<file path="config.mk">
export PLATFORM = sky130hd
export DESIGN_NAME = cfic_datapath
export DESIGN_NICKNAME = d
export VERILOG_FILES = /design/src/sv/cfic_pkg.sv /design/src/sv/cfic_datapath.sv
export SDC_FILE = /design/constraint.sdc
export NUM_CORES = 2
export LEC_CHECK = 0
export ABC_AREA = 1
export BUFFER_PORTS_ARGS = -buffer_cell sky130_fd_sc_hd__buf_4
export CAP_MARGIN = 20
export CORE_ASPECT_RATIO = 0.5
export CORE_MARGIN = 2
export CORE_UTILIZATION = 35
export CTS_CLUSTER_SIZE = 28
export DETAILED_ROUTE_END_ITERATION = 8
export PLACE_DENSITY = 0.47
export SETUP_SLACK_MARGIN = 0.5
export SLEW_MARGIN = 30
export SYNTH_ARGS = -nofsm -noshare
export SYNTH_HDL_FRONTEND = slang
export SYNTH_SLANG_ARGS = --single-unit
</file>
<file path="constraint.sdc">
create_clock -name clk -period 18.85 [get_ports clk]
set_input_delay 2.8275 -clock clk [delete_from_list [all_inputs] [get_ports clk]]
set_output_delay 2.8275 -clock clk [all_outputs]
set_load 0.01 [all_outputs]
</file>
<file path="src/sv/cfic_pkg.sv">
// cfic_pkg: shared constants and types for the can frame intrusion checker
// holds table size, crc and tolerance constants, status codes, fsm state and
// the command/status structs between controller and datapath
package cfic_pkg;

  localparam int ENTRIES = 16;
  localparam int IDX_W = (ENTRIES > 1) ? $clog2(ENTRIES) : 1;

  localparam logic [7:0] CRC_POLY = 8'hDA;
  localparam logic [3:0] MAX_CRC_BYTES = 4'd8;

  // period / 10 as (period * 0xcccd) >> 19, exact for 16-bit periods
  localparam logic [15:0] TOL_MUL = 16'hCCCD;
  localparam int TOL_SHIFT = 19;
  localparam int TOL_W = 32 - TOL_SHIFT;

  typedef enum logic [2:0] {
    ST_OK      = 3'd0,
    ST_UNKNOWN = 3'd1,
    ST_LENGTH  = 3'd2,
    ST_COUNTER = 3'd3,
    ST_CRC     = 3'd4,
    ST_TIMING  = 3'd5,
    ST_WRITTEN = 3'd6
  } status_t;

  typedef enum logic [1:0] {
    S_IDLE,
    S_RUN,
    S_SCALE,
    S_DECIDE
  } state_t;

  typedef struct packed {
    logic load;
    logic run_step;
    logic scale;
    logic finish;
  } cfic_cmd_t;

  typedef struct packed {
    logic mode;
    logic search_fin;
    logic crc_fin;
    logic out_free;
  } cfic_sts_t;

endpackage

</file>
<file path="src/sv/cfic_datapath.sv">
// cfic_datapath: message table, serial search, bytewise crc-8, timing window
// and result register of the can frame intrusion checker
// depends on cfic_pkg; commanded by cfic_ctrl
module cfic_datapath (
  input  logic              clk,
  input  logic              rst_n,
  input  cfic_pkg::cfic_cmd_t cmd,
  output cfic_pkg::cfic_sts_t sts,
  input  logic              in_mode,
  input  logic [3:0]        in_slot,
  input  logic [10:0]       in_frame_id,
  input  logic [3:0]        in_frame_len,
  input  logic [63:0]       in_frame_data,
  input  logic [31:0]       in_now_ms,
  input  logic [10:0]       in_new_id,
  input  logic [3:0]        in_new_len,
  input  logic [15:0]       in_new_period,
  output logic              out_valid,
  input  logic              out_ready,
  output logic [2:0]        out_status,
  output logic [3:0]        out_hit_slot,
  output logic [7:0]        out_expected_value,
  output logic [7:0]        out_crc_residue
);
  import cfic_pkg::*;

  function automatic logic [7:0] crc8_byte(input logic [7:0] r_in, input logic [7:0] d);
    logic [7:0] r;
    r = r_in ^ d;
    for (int k = 0; k < 8; k++) begin
      r = r[7] ? ((r << 1) ^ CRC_POLY) : (r << 1);
    end
    return r;
  endfunction

  // message table
  logic              valid_r  [ENTRIES];
  logic [10:0]       ident_r  [ENTRIES];
  logic [3:0]        length_r [ENTRIES];
  logic [15:0]       period_r [ENTRIES];
  logic [7:0]        seq_r    [ENTRIES];
  logic [31:0]       last_r   [ENTRIES];

  // item registers
  logic              mode_r;
  logic [3:0]        slot_r;
  logic [10:0]       fid_r;
  logic [3:0]        flen_r;
  logic [7:0]        byte0_r;
  logic [63:0]       crc_sh_r;
  logic [31:0]       now_r;
  logic [10:0]       nid_r;
  logic [3:0]        nlen_r;
  logic [15:0]       nper_r;

  // search and crc progress
  logic [IDX_W-1:0]  idx_r;
  logic [IDX_W-1:0]  hit_r;
  logic              found_r;
  logic              all_r;
  logic [3:0]        crc_cnt_r;
  logic [3:0]        crc_total_r;
  logic [7:0]        crc_r;

  // timing window
  logic [TOL_W-1:0]  tol_r;
  logic [32:0]       exp_r;

  // result register
  logic              out_valid_r;
  status_t           status_r;
  logic [3:0]        hit_out_r;
  logic [7:0]        expv_r;
  logic [7:0]        res_r;

  logic              search_fin;
  logic              crc_fin;
  logic              idx_match;
  logic [IDX_W-1:0]  slot_idx;
  logic              slot_in_range;
  logic [31:0]       tol_prod;
  logic [33:0]       win_lo;
  logic [33:0]       win_hi;
  logic              time_ok;
  logic              commit;
  status_t           status_nxt;
  logic [3:0]        hit_out_nxt;
  logic [7:0]        expv_nxt;
  logic [7:0]        res_nxt;

  assign search_fin    = found_r || all_r;
  assign crc_fin       = crc_cnt_r == crc_total_r;
  assign idx_match     = valid_r[idx_r] && (ident_r[idx_r] == fid_r);
  assign slot_idx      = IDX_W'(slot_r);
  assign slot_in_range = 32'(slot_r) < ENTRIES;
  assign tol_prod      = 32'(period_r[hit_r]) * 32'(TOL_MUL);

  assign sts.mode       = mode_r;
  assign sts.search_fin = search_fin;
  assign sts.crc_fin    = crc_fin;
  assign sts.out_free   = !out_valid_r || out_ready;

  always_ff @(posedge clk) begin
    if (!rst_n) begin
      found_r <= 1'b0;
      all_r   <= 1'b0;
    end else if (cmd.load) begin
      found_r <= 1'b0;
      all_r   <= 1'b0;
    end else if (cmd.run_step && !search_fin) begin
      if (idx_match) begin
        found_r <= 1'b1;
      end
      if (idx_r == IDX_W'(ENTRIES - 1)) begin
        all_r <= 1'b1;
      end
    end
  end

  always_ff @(posedge clk) begin
    if (cmd.load) begin
      mode_r      <= in_mode;
      slot_r      <= in_slot;
      fid_r       <= in_frame_id;
      flen_r      <= in_frame_len;
      byte0_r     <= in_frame_data[7:0];
      crc_sh_r    <= in_frame_data;
      now_r       <= in_now_ms;
      nid_r       <= in_new_id;
      nlen_r      <= in_new_len;
      nper_r      <= in_new_period;
      idx_r       <= '0;
      hit_r       <= '0;
      crc_cnt_r   <= '0;
      crc_total_r <= (in_frame_len > MAX_CRC_BYTES) ? MAX_CRC_BYTES : in_frame_len;
      crc_r       <= '0;
    end else if (cmd.run_step) begin
      if (!search_fin) begin
        idx_r <= idx_r + IDX_W'(1);
        if (idx_match) begin
          hit_r <= idx_r;
        end
      end
      if (!crc_fin) begin
        crc_r     <= crc8_byte(crc_r, crc_sh_r[7:0]);
        crc_sh_r  <= crc_sh_r >> 8;
        crc_cnt_r <= crc_cnt_r + 4'd1;
      end
    end
    if (cmd.scale) begin
      tol_r <= tol_prod[31:TOL_SHIFT];
      exp_r <= 33'(last_r[hit_r]) + 33'(period_r[hit_r]);
    end
  end

  assign win_lo  = 34'(exp_r) - 34'(tol_r);
  assign win_hi  = 34'(exp_r) + 34'(tol_r);
  assign time_ok = (last_r[hit_r] == 32'd0) ||
                   ((34'(now_r) > win_lo) && (34'(now_r) < win_hi));

  always_comb begin
    status_nxt  = ST_OK;
    hit_out_nxt = '0;
    expv_nxt    = '0;
    res_nxt     = '0;
    commit      = 1'b0;
    if (mode_r) begin
      status_nxt  = ST_WRITTEN;
      hit_out_nxt = slot_in_range ? slot_r : 4'd0;
    end else begin
      res_nxt = crc_r;
      if (!found_r) begin
        status_nxt = ST_UNKNOWN;
      end else begin
        hit_out_nxt = 4'(hit_r);
        priority if (flen_r != length_r[hit_r]) begin
          status_nxt = ST_LENGTH;
          expv_nxt   = 8'(length_r[hit_r]);
        end else if (byte0_r != seq_r[hit_r]) begin
          status_nxt = ST_COUNTER;
          expv_nxt   = seq_r[hit_r];
        end else if (crc_r != 8'd0) begin
          status_nxt = ST_CRC;
        end else if (time_ok) begin
          status_nxt = ST_OK;
          commit     = 1'b1;
        end else begin
          status_nxt = ST_TIMING;
        end
      end
    end
  end

  always_ff @(posedge clk) begin
    if (!rst_n) begin
      for (int i = 0; i < ENTRIES; i++) begin
        valid_r[i] <= 1'b0;
      end
    end else if (cmd.finish && mode_r && slot_in_range) begin
      valid_r[slot_idx] <= 1'b1;
    end
  end

  always_ff @(posedge clk) begin
    if (cmd.finish) begin
      if (mode_r && slot_in_range) begin
        ident_r[slot_idx]  <= nid_r;
        length_r[slot_idx] <= nlen_r;
        period_r[slot_idx] <= nper_r;
        seq_r[slot_idx]    <= 8'd0;
        last_r[slot_idx]   <= 32'd0;
      end else if (commit) begin
        seq_r[hit_r]  <= seq_r[hit_r] + 8'd1;
        last_r[hit_r] <= now_r;
      end
    end
  end

  always_ff @(posedge clk) begin
    if (!rst_n) begin
      out_valid_r <= 1'b0;
    end else if (cmd.finish) begin
      out_valid_r <= 1'b1;
    end else if (out_ready) begin
      out_valid_r <= 1'b0;
    end
  end

  always_ff @(posedge clk) begin
    if (cmd.finish) begin
      status_r  <= status_nxt;
      hit_out_r <= hit_out_nxt;
      expv_r    <= expv_nxt;
      res_r     <= res_nxt;
    end
  end

  assign out_valid          = out_valid_r;
  assign out_status         = status_r;
  assign out_hit_slot       = hit_out_r;
  assign out_expected_value = expv_r;
  assign out_crc_residue    = res_r;

  a_found_is_match: assert property (@(posedge clk) disable iff (!rst_n)
    found_r |-> valid_r[hit_r] && ident_r[hit_r] == fid_r)
    else $error("recorded hit does not match the frame identifier");

  a_crc_bound: assert property (@(posedge clk) disable iff (!rst_n)
    cmd.run_step |-> crc_cnt_r <= MAX_CRC_BYTES && crc_total_r <= MAX_CRC_BYTES)
    else $error("crc byte count past eight");

  a_finish_free: assert property (@(posedge clk) disable iff (!rst_n)
    cmd.finish |-> (!out_valid_r || out_ready))
    else $error("result register overwritten while held");

  a_commit_checked: assert property (@(posedge clk) disable iff (!rst_n)
    cmd.finish && commit |-> found_r && crc_r == 8'd0 && !mode_r)
    else $error("table updated by a failing frame");

endmodule

</file>
# After elaboration in Yosys (flattened, before gate mapping)
# Memory sizes are Yosys's and may differ from the RTL's. A register that Yosys moved wholly into a read port is not among the register bits.
# Cells that the tools add are included.
op_classes:
  add_sub_neg: 6
  n_mul: 1
  order_cmp: 3
  n_eq_ne: 6
  mux: 60
  n_bitwise: 14
  reduce_logical: 25
ops:
  columns: ["op", "n"]
  rows:
  - ["$mux W64", 3]
  - ["$mux W4", 19]
  - ["$mux W8", 9]
  - ["$not A5 Y5", 8]
  - ["$add A33 B13 Y34", 1]
  - ["$gt A32 B34 Y1", 1]
  - ["$lt A32 B34 Y1", 1]
  - ["$sub A33 B13 Y34", 1]
  - ["$add A32 B16 Y33", 1]
  - ["$logic_not A32 Y1", 1]
  - ["$mul A16 B16 Y32 const B", 1]
  - ["$mux W32", 1]
  - ["$reduce_or A32 Y1", 1]
  - ["$mux W1", 23]
  - ["$mux W3", 5]
  - ["$eq A11 B11 Y1", 1]
  - ["$reduce_and A2 Y1", 5]
  - ["$add A4 B1 Y4 const B", 2]
  - ["$add A8 B1 Y8 const B", 1]
  - ["$ne A8 B8 Y1", 1]
  - ["$reduce_bool A8 Y1", 1]
  - ["$reduce_or A8 Y1", 1]
  - ["$xor A8 B8 Y8", 1]
  - ["$not A1 Y1", 5]
  - ["other kinds (13)", 21]
totals:
  regBits: 251
  ramBits: 1152
  inputBits: 154
  output_inout_bits: 28
  wordCells: 146
  n_memories: 6
mem_list:
  columns: ["name", "depth", "width", "rd", "rd_clocked_by_memory_dff", "wr", "line", "source"]
  rows:
  - ["last_r", 16, 32, 1, 1, 1, "cfic_datapath.sv:42", "logic [31:0] last_r [ENTRIES];"]
  - ["period_r", 16, 16, 1, 1, 1, "cfic_datapath.sv:40", "logic [15:0] period_r [ENTRIES];"]
  - ["ident_r", 16, 11, 1, 1, 1, "cfic_datapath.sv:38", "logic [10:0] ident_r [ENTRIES];"]
  - ["seq_r", 16, 8, 1, 1, 1, "cfic_datapath.sv:41", "logic [7:0] seq_r [ENTRIES];"]
  - ["length_r", 16, 4, 1, 1, 1, "cfic_datapath.sv:39", "logic [3:0] length_r [ENTRIES];"]
  - ["valid_r", 16, 1, 1, 1, 16, "cfic_datapath.sv:37", "logic valid_r [ENTRIES];"]

# Longest topological paths before layout
logic_depth:
  word_depth: 17
  mapped_depth: 36

# Worst setup path before layout
# OpenSTA, ideal clock, no wires.
synth_path:
  path_kind: "flip-flop to flip-flop"
  startpoint: "register with a tool-made name"
  endpoint: "register tol_r[5], data pin"
  t_arrival_ns: 6.197
  path_slack_ns: 12.391
  stages_incl_launch_ff: 31
  period_less_slack_ns: 6.459
  cell_sequence: "dfxtp_1 > buf_6 > buf_6 > buf_6 > buf_6 > buf_4 > buf_2 > clkbuf_1 > clkbuf_1 > o21ai_0 > o221ai_1 > o211ai_1 > nand2_1 > ha_1 > fa_1 > inv_1 > fa_1 > fa_1 > inv_1 > fa_1 > fa_1 > ha_1 > nand2_1 > nor2_1 > nand2_1 > inv_1 > nand2_1 > nor2_1 > a2111oi_0 > o21ai_1 > xor2_1"
synth_rtl:
  columns: ["item", "line", "source"]
  rows:
  - ["end signal: assignment", "cfic_datapath.sv:151", "tol_r <= tol_prod[31:TOL_SHIFT];"]
  - ["end: declaration", "cfic_datapath.sv:66", "logic [TOL_W-1:0] tol_r;"]

==> summary.txt <==
Status
  • Status: finished clean

Synthesis
  • Top post-synthesis cells by area: edfxtp_1, nor2_1, ha_1, nand2_1, o21ai_0
  • Avg Synthesized Cell Area: 11.44 um^2
  • Area leader, netlist: edfxtp_1
  • Yosys top cell area share: 0.6283
  • Post-synth top flop: edfxtp_1
  • Synth Warn #: 0
  • EDFF count, synth: about 1400
  • Mapped Nets: between 6000 and 7000
  • Seq/Total Area, Yosys: 0.6425
  • Fraction of registers with async set/reset: 0
  • Cell Area, Synth: about 65000 um^2
  • Yosys cell types: 55
  • Post-synthesis register bit count: between 1000 and 1500
  • Mapped Cells: ~5700

Worst setup path
  • CP required: around 19000 ps
  • Slowest CP cell: dfxtp_4
  • Cell mode on critical path: fa_1
  • Critical Path Source Type: register
  • Critical path depth: 22
  • R2R cell count: 22
  • Crit Path Class: reg -> reg
  • Worst path max stage delay: ~840 ps
  • Arr. time, crit path: 8960 ps
  • CP top delay family: adder cells
  • Nature of the critical path endpoint: register
  • CP Buf/Inv Count: 4
  • Crit path cell chain: clkinv_8 > buf_4 > o21ai_0 > o22ai_1 > o211ai_1 > nand2_1 > ha_1 > fa_1 > inv_1 > fa_1 > fa_1 > inv_1 > fa_1 > fa_1 > ha_1 > nand2_1 > nor4_1 > nand3_1 > nand2_1 > nand3b_1 > nand3_1 > xor2_1
  • CP max FO: between 100 and 150

Route
  • WL final: about 200 mm
  • Drc violations: 0
  • Pre-Repair DR Iteration Count: 5
  • Antenna-violating nets left: 0
  • Avg WL per Cell: roughly 23 um
  • Vias per cell: between 5 and 6
  • Via count: around 43000
  • Drt initial violations: 3599

Global routing
  • First-pass GRT wire length: 287.6 mm
  • Grt total ovfl: 0
  • Initial antenna violation count: 2
  • Gr usage total: 0.2024
  • Vias in the first global route: 42988
  • Largest net degree at the start of global routing: about 150

STA
  • RSZ-0062 raised after global routing: no
  • F_max: between 100 and 150 MHz
  • Final-report hold violation count: 0
  • Final Critical Period: 8372 ps
  • Final setup fails: 0
  • Final TNS setup: 0 ps
  • Hold Slack: 466.5 ps
  • Slew Limit Fails: 0
  • Max Clock Skew: 48.84 ps
  • Post-route setup slack: ~10000 ps
  • Worst slew margin: 0.3208
  • Post-route clock period utilization: 0.4441
  • Least-Margin Pin Slew: 1019 ps

Clocking
  • CTS tree: yes
  • CTS H-tree lvls: 4
  • Resized cells post-CTS: 0
  • Post-cts hold buffer count: 0
  • Clock transition at the registers of the reported paths: ~60 ps
  • Post-CTS setup buffer count: 0
  • Clk_lat worst skew: just over 800 ps
  • Clk root buf: clkbuf_16
  • Clk buf depth: 4
  • CTS buffer count: 147
  • Clk sink count: between 1000 and 1500

Min path
  • Hold Path Depth: 1
  • Worst hold path type: reg -> reg

Floorplanning
  • Initial Util: 0.3540
  • Die span in x: roughly 600 um
  • Die area: ~190000 um^2
  • Ports: about 180
  • Core Area: between 150000 and 200000 um^2
  • Die height: just over 300 um
  • Row Count: between 100 and 150

Flow run
  • Max cap viols: 0

Power and ir drop
  • LEAKAGE: ~28 nW
  • Power density over cell area: between 90 and 100 nW/um^2
  • Total chip power: about 6.8 mW
  • Maximum vdd ir drop: between 0.06 and 0.07 mV

Cells and area
  • Layout cells sized above 1: 0.09088
  • Most frequent cells in the layout: edfxtp_1, nor2_1, nand2_1, o21ai_0, inv_1
  • Area Overhead vs Synth: 13.07%
  • FILL cells: about 18000
  • Fin nets: between 6000 and 7000
  • Commonest non-fill, non-tap cell in the layout: edfxtp_1
  • Register area: about 42000 um^2
  • Area of the multi-input gates: between 20000 and 25000 um^2

Place
  • Hpwl dp: 118.9 mm
  • Routability Congestion: 0.8785
  • I/O Buffers: 180
  • Place WS: roughly 11000 ps
==> per-stage QoR <==
stage          utilization  area, um^2  std cells
6_report            0.4002       73650       8407
5_1_grt             0.4002       73650       8407
4_1_cts             0.3994       73500       8402
3_5_place_dp        0.3757       69140       8151
3_3_place_gp        0.3754       69080       8150
2_1_floorplan            -       65140       5693
==> cell families after synthesis <==
kind of cell / Yosys count / synth area share
AND/OR/NAND/NOR: 2033 / 0.1263
XOR/XNOR: 135 / 0.01815
adder cells (fa/ha/maj): 322 / 0.07153
flip-flops: 1409 / 0.6425
other: 1 / 0.00005757
buffers and inverters: 737 / 0.04708
AO/OA/AOI/OAI: 1056 / 0.09437
==> cells in the mapped netlist (2+ instances only) <==
| cell | n |
|---|---|
| edfxtp_1 | 1363 |
| nor2_1 | 923 |
| nand2_1 | 746 |
| o21ai_0 | 517 |
| inv_1 | 452 |
| nand3_1 | 250 |
| ha_1 | 238 |
| o211ai_1 | 187 |
| clkbuf_1 | 152 |
| a21oi_1 | 126 |
| xor2_1 | 108 |
| fa_1 | 84 |
| buf_2 | 75 |
| o21ai_1 | 70 |
| o221ai_1 | 56 |
| o22ai_1 | 49 |
| dfxtp_1 | 46 |
| nand4_1 | 37 |
| nor3_1 | 35 |
| xnor2_1 | 27 |
| buf_4 | 18 |
| buf_6 | 18 |
| nor4_1 | 13 |
| a31oi_1 | 12 |
| buf_1 | 12 |
| a21o_1 | 10 |
| o21a_1 | 9 |
| nand2_2 | 8 |
| a21boi_0 | 5 |
| inv_2 | 5 |
| nand3b_1 | 5 |
| o21bai_1 | 5 |
| a211oi_1 | 3 |
| clkinv_1 | 3 |
| nand3_2 | 3 |
| and2_0 | 2 |
| nor3b_1 | 2 |
| or2_2 | 2 |
==> flip-flops by register name, indices dropped and copies added, names as in the netlist, 7 cells and up, named ones only <==
| signal | flops |
|---|---|
| length_r | 64 |
| out_expected_value | 8 |
| period_r | 256 |
| tol_r | 13 |
| crc_sh_r | 64 |
| now_r | 32 |
| fid_r | 11 |
| byte0_r | 8 |
| nper_r | 16 |
| last_r | 512 |
| ident_r | 176 |
| seq_r | 128 |
| exp_r | 33 |
| nid_r | 11 |
| out_crc_residue | 7 |
| crc_r | 7 |
| valid_r | 16 |
==> worst paths after layout <==
path | slack, ps | endpoint | startpoint
max | 10480 | tol_r[11] | register
min | 470 | valid_r[4] | valid_r[4]
max reg2reg | 10480 | tol_r[11] | register
min reg2reg | 470 | valid_r[4] | valid_r[4]
==> per-layer routing <==
metal  share of wire  global-route usage
met4           0.025             0.05421
met5               0                   0
met1            0.46              0.2863
met2            0.47              0.3287
met3           0.045             0.02581
==> cell type report <==
cell class,instances,share of cell area
Tap cell,2486,0.04223
Timing Repair Buffer,251,0.02723
Multi-Input combinational cell,3547,0.2791
Sequential cell,1409,0.5685
Clock buffer,191,0.05344
Antenna cell,1,0.00003398
Inverter,462,0.02383
Clock inverter,60,0.005674
==> power by group <==
group / leakage, nW / switching, mW / internal, mW
Combinational: 12.1 / 0.325 / 0.176
Sequential: 13.8 / 0.0597 / 3.49
Clock: 2.13 / 1.23 / 1.54
Total: 28.0 / 1.61 / 5.20
(Power assumes the default switching activity.)
